--- config.mk ---
export PLATFORM = sky130hd
export DESIGN_NAME = affine_group_mod_p_unit
export DESIGN_NICKNAME = d
export VERILOG_FILES = /design/src/sv/agm_pkg.sv /design/src/sv/affine_group_mod_p_unit.sv
export VERILOG_INCLUDE_DIRS = /design/src /design/src/sv
export SDC_FILE = /design/constraint.sdc
export NUM_CORES = 2
export LEC_CHECK = 0
export ABC_CLOCK_PERIOD_IN_PS = 13850
export BUFFER_PORTS_ARGS = -buffer_cell sky130_fd_sc_hd__buf_4
export CORE_AREA = 2 2 257 360
export CTS_CLUSTER_DIAMETER = 40
export DETAILED_ROUTE_END_ITERATION = 16
export DIE_AREA = 0 0 259 362
export PLACE_DENSITY = 0.58
export SYNTH_ARGS = -nofsm -noshare
export SYNTH_HDL_FRONTEND = slang
export SYNTH_SLANG_ARGS = --single-unit
--- constraint.sdc ---
create_clock -name clk -period 13.85 [get_ports clk]
set_input_delay 2.0775 -clock clk [delete_from_list [all_inputs] [get_ports clk]]
set_output_delay 2.0775 -clock clk [all_outputs]
set_load 0.01 [all_outputs]
--- src/sv/affine_group_mod_p_unit_assert.svh ---
// assertion macros for the affine group unit
`ifndef AFFINE_GROUP_MOD_P_UNIT_ASSERT_SVH
`define AFFINE_GROUP_MOD_P_UNIT_ASSERT_SVH

// same-cycle implication, checked out of reset
`define AGM_ASSERT_SAME(lbl, ante, cons, msg) \
    lbl: assert property (@(posedge clk) disable iff (!rst_n) (ante) |-> (cons)) \
        else $error(msg);

// next-cycle implication, checked out of reset
`define AGM_ASSERT_NEXT(lbl, ante, cons, msg) \
    lbl: assert property (@(posedge clk) disable iff (!rst_n) (ante) |=> (cons)) \
        else $error(msg);

`endif

--- src/sv/agm_pkg.sv ---
`default_nettype none

package agm_pkg;

    // value width of every group element field and of the modulus
    localparam int VALUE_WIDTH = 16;
    // signed width of the euclid coefficients
    localparam int COEF_WIDTH  = VALUE_WIDTH + 2;
    // step counter of the shared divider, holds up to two value widths
    localparam int CNT_WIDTH   = $clog2(2 * VALUE_WIDTH + 1);

    localparam logic [VALUE_WIDTH-1:0] MODULUS_RESET = VALUE_WIDTH'(23);

    // request codes
    localparam logic REQ_COMPOSE = 1'b0;
    localparam logic REQ_INVERT  = 1'b1;

    typedef struct packed {
        logic                   req_type;
        logic [VALUE_WIDTH-1:0] a_shift;
        logic [VALUE_WIDTH-1:0] a_scale;
        logic [VALUE_WIDTH-1:0] b_shift;
        logic [VALUE_WIDTH-1:0] b_scale;
    } req_word_t;

    typedef struct packed {
        logic [VALUE_WIDTH-1:0] res_shift;
        logic [VALUE_WIDTH-1:0] res_scale;
        logic                   not_invertible;
    } res_word_t;

endpackage

`default_nettype wire

--- src/sv/affine_group_mod_p_unit.sv ---
`default_nettype none

// channel   | direction | handshake            | word
// ----------+-----------+----------------------+------------------------------
// request   | in        | req_valid/req_stall  | agm_pkg::req_word_t
// result    | out       | res_valid/res_stall  | agm_pkg::res_word_t
// modulus   | in        | modulus_we           | modulus_wdata, VALUE_WIDTH bits
//
// one request word is worked on at a time; req_stall is high from accept until the
// result is handed to the output register. a shared restoring divider (one bit a
// cycle) does every reduction and every euclid quotient. reset (rst_n, async,
// active low) clears the sequencer, the output valid and loads the modulus with
// 23. a result stalled on the output register does not block the next request
// word.

module affine_group_mod_p_unit
(
    input  wire logic                               clk,
    input  wire logic                               rst_n,
    input  wire logic                               req_valid,
    output      logic                               req_stall,
    input  wire agm_pkg::req_word_t                 req_word,
    output      logic                               res_valid,
    input  wire logic                               res_stall,
    output      agm_pkg::res_word_t                 res_word,
    input  wire logic                               modulus_we,
    input  wire logic [agm_pkg::VALUE_WIDTH-1:0]    modulus_wdata
);

    localparam int W  = agm_pkg::VALUE_WIDTH;
    localparam int CF = agm_pkg::COEF_WIDTH;
    localparam int CW = agm_pkg::CNT_WIDTH;

    // operand being reduced
    localparam logic [1:0] OPD_A_SHIFT = 2'd0;
    localparam logic [1:0] OPD_A_SCALE = 2'd1;
    localparam logic [1:0] OPD_B_SHIFT = 2'd2;
    localparam logic [1:0] OPD_B_SCALE = 2'd3;

    // which product the multiplier forms
    localparam logic [1:0] PH_FIRST  = 2'd0;   // a_scale * b_shift
    localparam logic [1:0] PH_SECOND = 2'd1;   // a_scale * b_scale
    localparam logic [1:0] PH_INV    = 2'd2;   // inverse * a_shift

    typedef enum logic [7:0] {
        ST_IDLE = 8'b0000_0001,   // waiting for a request word
        ST_RED  = 8'b0000_0010,   // reducing operands modulo p
        ST_MUL  = 8'b0000_0100,   // product into the divider
        ST_PRED = 8'b0000_1000,   // reducing a product
        ST_EDIV = 8'b0001_0000,   // euclid division step
        ST_EUPD = 8'b0010_0000,   // euclid coefficient update
        ST_EFIN = 8'b0100_0000,   // normalize the inverse
        ST_WB   = 8'b1000_0000    // hand result to the output register
    } state_t;

    // control state
    state_t                 state_reg, state_next;
    logic [1:0]             sel_reg, sel_next;
    logic [1:0]             phase_reg, phase_next;
    logic [CW-1:0]          div_cnt_reg, div_cnt_next;
    logic                   out_valid_reg, out_valid_next;
    logic [W-1:0]           modulus_reg;

    // payload
    agm_pkg::req_word_t     in_reg, in_next;
    logic [W-1:0]           p_reg, p_next;
    logic [W-1:0]           as_reg, as_next;
    logic [W-1:0]           ac_reg, ac_next;
    logic [W-1:0]           bs_reg, bs_next;
    logic [W-1:0]           bc_reg, bc_next;
    logic [2*W-1:0]         div_dvd_reg, div_dvd_next;
    logic [W-1:0]           div_rem_reg, div_rem_next;
    logic [W-1:0]           div_dsr_reg, div_dsr_next;
    logic [W-1:0]           rem_prev_reg, rem_prev_next;
    logic [W-1:0]           rem_cur_reg, rem_cur_next;
    logic signed [CF-1:0]   co_prev_reg, co_prev_next;
    logic signed [CF-1:0]   co_cur_reg, co_cur_next;
    logic signed [2*CF-1:0] prod_reg, prod_next;
    logic [W-1:0]           res_shift_reg, res_shift_next;
    logic [W-1:0]           res_scale_reg, res_scale_next;
    logic                   flag_reg, flag_next;
    agm_pkg::res_word_t     out_word_reg, out_word_next;

    // divider launch
    logic                   div_start;
    logic                   div_long;
    logic [2*W-1:0]         div_value;
    logic [W-1:0]           div_divisor;

    // datapath helpers
    logic [W-1:0]           p_eff;
    logic [W:0]             div_shift;
    logic [W:0]             div_sub;
    logic                   div_ge;
    logic                   div_done;
    logic signed [CF-1:0]   mul_a;
    logic signed [CF-1:0]   mul_b;
    logic signed [2*CF-1:0] mul_out;
    logic [W:0]             add_sum;
    logic [W:0]             add_sub;
    logic [W-1:0]           add_red;
    logic signed [2*CF-1:0] co_diff;
    logic signed [CF-1:0]   co_adj;
    logic signed [CF-1:0]   co_sub;
    logic [W-1:0]           inv_val;

    // modulus zero acts as modulus one
    assign p_eff = (modulus_reg == '0) ? W'(1) : modulus_reg;

    // restoring divider step: shift in the next dividend bit, subtract if it fits
    assign div_shift = {div_rem_reg, div_dvd_reg[2*W-1]};
    assign div_sub   = div_shift - {1'b0, div_dsr_reg};
    assign div_ge    = (div_shift >= {1'b0, div_dsr_reg});
    assign div_done  = (div_cnt_reg == '0);

    // shared multiplier, signed so the euclid coefficients fit too
    always_comb
    begin
        mul_a = CF'(0);
        mul_b = CF'(0);
        case (state_reg)
            ST_EDIV:
            begin
                mul_a = {2'b00, div_dvd_reg[W-1:0]};
                mul_b = co_cur_reg;
            end
            default:
            begin
                case (phase_reg)
                    PH_FIRST:
                    begin
                        mul_a = {2'b00, ac_reg};
                        mul_b = {2'b00, bs_reg};
                    end
                    PH_SECOND:
                    begin
                        mul_a = {2'b00, ac_reg};
                        mul_b = {2'b00, bc_reg};
                    end
                    default:
                    begin
                        mul_a = {2'b00, res_scale_reg};
                        mul_b = {2'b00, as_reg};
                    end
                endcase
            end
        endcase
    end

    assign mul_out = mul_a * mul_b;

    // a_shift + reduced product, one conditional subtract
    assign add_sum = {1'b0, as_reg} + {1'b0, div_rem_reg};
    assign add_sub = add_sum - {1'b0, p_reg};
    assign add_red = (add_sum >= {1'b0, p_reg}) ? add_sub[W-1:0] : add_sum[W-1:0];

    // next euclid coefficient
    assign co_diff = {{CF{co_prev_reg[CF-1]}}, co_prev_reg} - prod_reg;

    // bring the final coefficient into 0..p-1
    assign co_adj  = co_prev_reg[CF-1] ? (co_prev_reg + $signed({2'b00, p_reg})) : co_prev_reg;
    assign co_sub  = co_adj - $signed({2'b00, p_reg});
    assign inv_val = (co_adj >= $signed({2'b00, p_reg})) ? co_sub[W-1:0] : co_adj[W-1:0];

    assign req_stall = (state_reg != ST_IDLE);
    assign res_valid = out_valid_reg;
    assign res_word  = out_word_reg;

    // sequencer
    always_comb
    begin
        state_next     = state_reg;
        sel_next       = sel_reg;
        phase_next     = phase_reg;
        out_valid_next = out_valid_reg;
        in_next        = in_reg;
        p_next         = p_reg;
        as_next        = as_reg;
        ac_next        = ac_reg;
        bs_next        = bs_reg;
        bc_next        = bc_reg;
        rem_prev_next  = rem_prev_reg;
        rem_cur_next   = rem_cur_reg;
        co_prev_next   = co_prev_reg;
        co_cur_next    = co_cur_reg;
        prod_next      = prod_reg;
        res_shift_next = res_shift_reg;
        res_scale_next = res_scale_reg;
        flag_next      = flag_reg;
        out_word_next  = out_word_reg;
        div_start      = 1'b0;
        div_long       = 1'b0;
        div_value      = '0;
        div_divisor    = p_reg;

        // output word leaves
        if (out_valid_reg && !res_stall)
        begin
            out_valid_next = 1'b0;
        end

        case (state_reg)
            ST_IDLE:
            begin
                if (req_valid)
                begin
                    in_next     = req_word;
                    p_next      = p_eff;
                    sel_next    = OPD_A_SHIFT;
                    phase_next  = PH_FIRST;
                    flag_next   = 1'b0;
                    div_start   = 1'b1;
                    div_value   = {W'(0), req_word.a_shift};
                    div_divisor = p_eff;
                    state_next  = ST_RED;
                end
            end

            ST_RED:
            begin
                if (div_done)
                begin
                    case (sel_reg)
                        OPD_A_SHIFT:
                        begin
                            as_next   = div_rem_reg;
                            sel_next  = OPD_A_SCALE;
                            div_start = 1'b1;
                            div_value = {W'(0), in_reg.a_scale};
                        end
                        OPD_A_SCALE:
                        begin
                            ac_next = div_rem_reg;
                            if (in_reg.req_type == agm_pkg::REQ_INVERT)
                            begin
                                if (div_rem_reg == '0)
                                begin
                                    // zero scale has no inverse
                                    res_shift_next = '0;
                                    res_scale_next = '0;
                                    flag_next      = 1'b1;
                                    state_next     = ST_WB;
                                end
                                else
                                begin
                                    rem_prev_next = p_reg;
                                    rem_cur_next  = div_rem_reg;
                                    co_prev_next  = CF'(0);
                                    co_cur_next   = CF'(1);
                                    div_start     = 1'b1;
                                    div_value     = {W'(0), p_reg};
                                    div_divisor   = div_rem_reg;
                                    state_next    = ST_EDIV;
                                end
                            end
                            else
                            begin
                                sel_next  = OPD_B_SHIFT;
                                div_start = 1'b1;
                                div_value = {W'(0), in_reg.b_shift};
                            end
                        end
                        OPD_B_SHIFT:
                        begin
                            bs_next   = div_rem_reg;
                            sel_next  = OPD_B_SCALE;
                            div_start = 1'b1;
                            div_value = {W'(0), in_reg.b_scale};
                        end
                        default:
                        begin
                            bc_next    = div_rem_reg;
                            state_next = ST_MUL;
                        end
                    endcase
                end
            end

            ST_MUL:
            begin
                // product goes straight into the divider register
                div_start  = 1'b1;
                div_long   = 1'b1;
                div_value  = mul_out[2*W-1:0];
                state_next = ST_PRED;
            end

            ST_PRED:
            begin
                if (div_done)
                begin
                    case (phase_reg)
                        PH_FIRST:
                        begin
                            res_shift_next = add_red;
                            phase_next     = PH_SECOND;
                            state_next     = ST_MUL;
                        end
                        PH_SECOND:
                        begin
                            res_scale_next = div_rem_reg;
                            state_next     = ST_WB;
                        end
                        default:
                        begin
                            // negate, zero stays zero
                            res_shift_next = (div_rem_reg == '0) ? W'(0) : (p_reg - div_rem_reg);
                            state_next     = ST_WB;
                        end
                    endcase
                end
            end

            ST_EDIV:
            begin
                if (div_done)
                begin
                    prod_next     = mul_out;
                    rem_prev_next = rem_cur_reg;
                    rem_cur_next  = div_rem_reg;
                    state_next    = ST_EUPD;
                end
            end

            ST_EUPD:
            begin
                co_prev_next = co_cur_reg;
                co_cur_next  = co_diff[CF-1:0];
                if (rem_cur_reg != '0)
                begin
                    div_start   = 1'b1;
                    div_value   = {W'(0), rem_prev_reg};
                    div_divisor = rem_cur_reg;
                    state_next  = ST_EDIV;
                end
                else
                begin
                    state_next = ST_EFIN;
                end
            end

            ST_EFIN:
            begin
                if (rem_prev_reg != W'(1))
                begin
                    // gcd above one, no inverse
                    res_shift_next = '0;
                    res_scale_next = '0;
                    flag_next      = 1'b1;
                    state_next     = ST_WB;
                end
                else
                begin
                    res_scale_next = inv_val;
                    phase_next     = PH_INV;
                    state_next     = ST_MUL;
                end
            end

            ST_WB:
            begin
                if (!out_valid_reg || !res_stall)
                begin
                    out_word_next.res_shift      = res_shift_reg;
                    out_word_next.res_scale      = res_scale_reg;
                    out_word_next.not_invertible = flag_reg;
                    out_valid_next               = 1'b1;
                    state_next                   = ST_IDLE;
                end
            end

            default:
            begin
                state_next = ST_IDLE;
            end
        endcase
    end

    // shared divider: load on start, else step while the count runs
    always_comb
    begin
        div_cnt_next = div_cnt_reg;
        div_dvd_next = div_dvd_reg;
        div_rem_next = div_rem_reg;
        div_dsr_next = div_dsr_reg;
        if (div_start)
        begin
            div_rem_next = '0;
            div_dsr_next = div_divisor;
            if (div_long)
            begin
                div_dvd_next = div_value;
                div_cnt_next = CW'(2 * W);
            end
            else
            begin
                // short run: quotient lands in the low half
                div_dvd_next = {div_value[W-1:0], W'(0)};
                div_cnt_next = CW'(W);
            end
        end
        else if (!div_done)
        begin
            div_rem_next = div_ge ? div_sub[W-1:0] : div_shift[W-1:0];
            div_dvd_next = {div_dvd_reg[2*W-2:0], div_ge};
            div_cnt_next = div_cnt_reg - CW'(1);
        end
    end

    always_ff @(posedge clk or negedge rst_n)
    begin
        if (!rst_n)
        begin
            state_reg     <= ST_IDLE;
            sel_reg       <= OPD_A_SHIFT;
            phase_reg     <= PH_FIRST;
            div_cnt_reg   <= '0;
            out_valid_reg <= 1'b0;
            modulus_reg   <= agm_pkg::MODULUS_RESET;
        end
        else
        begin
            state_reg     <= state_next;
            sel_reg       <= sel_next;
            phase_reg     <= phase_next;
            div_cnt_reg   <= div_cnt_next;
            out_valid_reg <= out_valid_next;
            if (modulus_we)
            begin
                modulus_reg <= modulus_wdata;
            end
        end
    end

    always_ff @(posedge clk)
    begin
        in_reg        <= in_next;
        p_reg         <= p_next;
        as_reg        <= as_next;
        ac_reg        <= ac_next;
        bs_reg        <= bs_next;
        bc_reg        <= bc_next;
        div_dvd_reg   <= div_dvd_next;
        div_rem_reg   <= div_rem_next;
        div_dsr_reg   <= div_dsr_next;
        rem_prev_reg  <= rem_prev_next;
        rem_cur_reg   <= rem_cur_next;
        co_prev_reg   <= co_prev_next;
        co_cur_reg    <= co_cur_next;
        prod_reg      <= prod_next;
        res_shift_reg <= res_shift_next;
        res_scale_reg <= res_scale_next;
        flag_reg      <= flag_next;
        out_word_reg  <= out_word_next;
    end

    // checks
`include "affine_group_mod_p_unit_assert.svh"

    `AGM_ASSERT_NEXT(a_busy_after_accept, req_valid && !req_stall, state_reg != ST_IDLE, "request accepted but sequencer idle")
    `AGM_ASSERT_NEXT(a_result_loaded, (state_reg == ST_WB) && (!res_valid || !res_stall), res_valid && (state_reg == ST_IDLE), "result not loaded into output register")
    `AGM_ASSERT_SAME(a_euclid_ends_on_zero, state_reg == ST_EFIN, rem_cur_reg == '0, "euclid finished with nonzero remainder")
    `AGM_ASSERT_SAME(a_flag_zero_result, res_valid && res_word.not_invertible, (res_word.res_shift == '0) && (res_word.res_scale == '0), "not invertible with nonzero result")

endmodule

`default_nettype wire
==> results.py <==
metrics = {
    "clocking": {
        "cts_resized": 0,
        "insertion_delay_ns": 0.58,
        "clockBufferDepth": 3,
        "cts_tree": "yes",
        "postCtsHoldBufs": 0,
        "cts-root-buf": "clkbuf_16",
        "numCtsBuffers": 42,
        "path_clk_slew_ns": 0.06,
        "htree_levels": 2,
        "cts.sinks": 380,
        "post_cts_buffers": 0,
    },
    "global_route": {
        "overflow": 0,
        "grt_pass1_vias": 24500,
        "antenna_found_initial": 0,
        "grt_max_degree": 68,
        "track_usage": 0.222,
        "grt_pass1_wl_um": 155000,
    },
    "logic_synthesis": {
        "synthArstFlopShare": 0.0921,
        "ys.flop_type": "edfxtp_1",
        "seq_area_frac_synth": 0.353,
        "synth_common_cells": "inv_1 (448), edfxtp_1 (329), nor2_1 (298)",
        "syn_avg_cell_area_um2": 10.1,
        "synth_area_leaders": "edfxtp_1 (31%), fa_1 (18%), ha_1 (7.9%)",
        "syn-cell-area_um2": 31400,
        "yosysTopAreaCellShare": 0.315,
        "yosysMostFrequentCell": "inv_1",
        "synth_nets": 3672,
        "yosys.area.top_type": "edfxtp_1",
        "synth.distinct_cells": 86,
        "synth_edf_count": 329,
        "yosysWarnings": 0,
        "synthCells": 3107,
        "synth_seq_cells": 380,
    },
    "finish": {
        "drive_above_1_share": 0.0984,
        "stdcell_area_um2": 35300,
        "regArea_um2": 11100,
        "antennaDiodeCount": 0,
        "largest_reg_flops": 49,
        "fin_nets": 3795,
        "nFillCells": 8990,
        "multi_input_area_um2": 18200,
        "areaGrowthSynthToFinish_pct": 12.4,
    },
    "critical_path": {
        "criticalPathCategory": "reg -> reg",
        "path_cells": "or4_1 -> nor4_2 -> buf_4 -> nor2_1 -> a21oi_1 -> nor2_1 -> fa_1 -> inv_1 -> fa_1 -> fa_1 -> inv_1 -> fa_1 -> fa_1 -> inv_1 -> fa_1 -> inv_1 -> ha_1 -> a21oi_1 -> or3b_1 -> a311oi_2 -> o21ai_1 -> a21o_1 -> a211o_1 -> a31o_1",
        "end_kind": "flip-flop",
        "worstPathMaxFanout": 65,
        "critPathArrivalTime_ns": 9.43,
        "cp_slowest_stage_delay_ns": 0.69,
        "start_kind": "flip-flop",
        "crit_slowest_cell": "a21oi_1",
        "crit_top_cell": "fa_1",
        "cp.required_ns": 14.18,
    },
    "detailed_routing": {
        "wirelength_um": 104000,
        "wl_met2_um": 54100,
        "dr_total_vias": 23900,
        "ant_nets": 0,
        "drc": 0,
        "routed.top_layer": "met4",
        "dr_wl_met3_um": 4510,
        "drt-initial-drc-count": 2098,
        "m1WireLength_um": 39500,
        "wire_per_inst_um": 23.4,
        "drt_first_pass_iters": 6,
        "drt-vias-per-instance": 5.35,
    },
    "placed_design": {
        "place_ws_ns": 4.84,
        "placement.io_buffers": 120,
        "place_area_um2": 33900,
        "dp.final_hpwl_um": 83700,
        "routabilityCongestion": 0.959,
    },
    "sta": {
        "layout_min_cycle_time_ns": 9.10,
        "slew_headroom": 0.213,
        "tns_ns": 0,
        "rsz0062_at_grt": "false",
        "fin_hold_ws_ns": 0.418,
        "max_freq_mhz": 110,
        "worst_pin_slew_ns": 1.18,
        "fin_skew_ns": 0.0342,
        "setup_slack_ns": 4.75,
        "hold_violations": 0,
        "finalSetupViolCount": 0,
        "finalCritPeriodShare": 0.657,
        "final_max_slew_viol_count": 0,
    },
    "floorplan": {
        "start_util": 0.346,
        "dieArea_um2": 93800,
        "num_rows": 131,
        "die_w_um": 259,
        "io_pins": 121,
        "die_y_um": 362,
        "coreArea_um2": 90600,
    },
    "job": {
        "cap_violations": 0,
    },
    "power": {
        "vdd_ir_drop_max_mv": 0.215,
        "p_leak_nw": 15.4,
        "finalPower_w": 0.00831,
        "power_density_nw_per_um2": 235,
    },
    "worst_hold_path": {
        "hold_class": "reg -> reg",
    },
    "status": {
        "outcome": "completed",
    },
}
==> placed cells by master (no fill, tap or decap), types with 17 or more instances in the layout <==
master / synthesis / layout
or3_1: 17 / 17
a22o_1: 17 / 17
clkbuf_16: 0 / 43
and3_1: 23 / 23
a21o_1: 53 / 53
a21oi_1: 179 / 177
mux2_2: 27 / 27
o21a_1: 31 / 31
o21ai_1: 19 / 18
fa_1: 280 / 280
inv_1: 448 / 448
dfrtp_1: 30 / 29
buf_4: 0 / 190
o21ai_0: 94 / 94
a221o_1: 24 / 24
and2_1: 32 / 32
ha_1: 199 / 199
nand2_1: 292 / 292
xnor2_1: 83 / 83
xor2_1: 41 / 41
nor3_1: 44 / 42
nor2_1: 298 / 296
nand3_1: 26 / 26
nor4_1: 21 / 20
mux2i_1: 73 / 73
nand2b_1: 19 / 19
nor2b_1: 24 / 24
o22ai_1: 31 / 31
edfxtp_1: 329 / 329
==> area by class of cell <==
cell class	instances	share of cell area
Clock inverter	22	0.00592
Tap cell	1197	0.0425
Clock buffer	55	0.0326
Multi-Input combinational cell	2165	0.516
Timing Repair Buffer	190	0.0404
Sequential cell	380	0.314
Inverter	451	0.0480
==> path summary, 6_finish.rpt <==
kind,endpoint,slack [ns],cells after the start,from
min reg2reg,res_word[22]$_DFFE_PP_,0.42,0,res_shift_reg[5]$_SDFFCE_PN0P_
max in group asynchronous,phase_reg[1]$_DFFE_PN0P_,11.97,1,rst_n
min in group asynchronous,modulus_reg[6]$_DFFE_PN0P_,1.49,1,rst_n
max,div_dvd_reg[29]$_DFFE_PP_,4.75,24,state_reg[3]$_DFFE_PN0P_
min,res_word[22]$_DFFE_PP_,0.42,0,res_shift_reg[5]$_SDFFCE_PN0P_
max reg2reg,div_dvd_reg[29]$_DFFE_PP_,4.75,24,state_reg[3]$_DFFE_PN0P_
==> worst max-delay path: cells and delay by family, from the launching register on <==
family	cells	cell delay, ns
adders and majority gates	7	3.35
AOI/OAI and AO/OA	7	2.56
and+or+nand+nor	5	1.66
DFF	1	0.42
buffers and inverters	5	0.80
==> logic make-up after synthesis <==
family,share of synthesized area
buffers and inverters,0.0685
XOR/XNOR,0.0346
multiplexers,0.0333
AO/OA/AOI/OAI,0.128
adder cells (fa/ha/maj),0.258
flip-flops,0.353
AND/OR/NAND/NOR,0.125
==> power breakdown <==
group / internal (W) / switching (W)
registers: 0.00163 / 0.000204
clock network: 0.000633 / 0.000492
logic: 0.00201 / 0.00334
==> through the flow <==
step,instances,utilization
after floorplan,3107,-
after CTS,4460,0.389
after global placement,4383,0.374
after detailed placement,4383,0.374
final,4460,0.389
after global routing,4460,0.389
==> per-layer routing <==
| metal | vias to the layer above | GRT usage |
|---|---|---|
| met4 | 0 | 0.116 |
| met3 | 223 | 0.0190 |
| li1 | 10900 | - |
| met1 | 12000 | 0.258 |
| met2 | 744 | 0.404 |
| met5 | - | 0 |
Power figures use the tool's default switching activity.
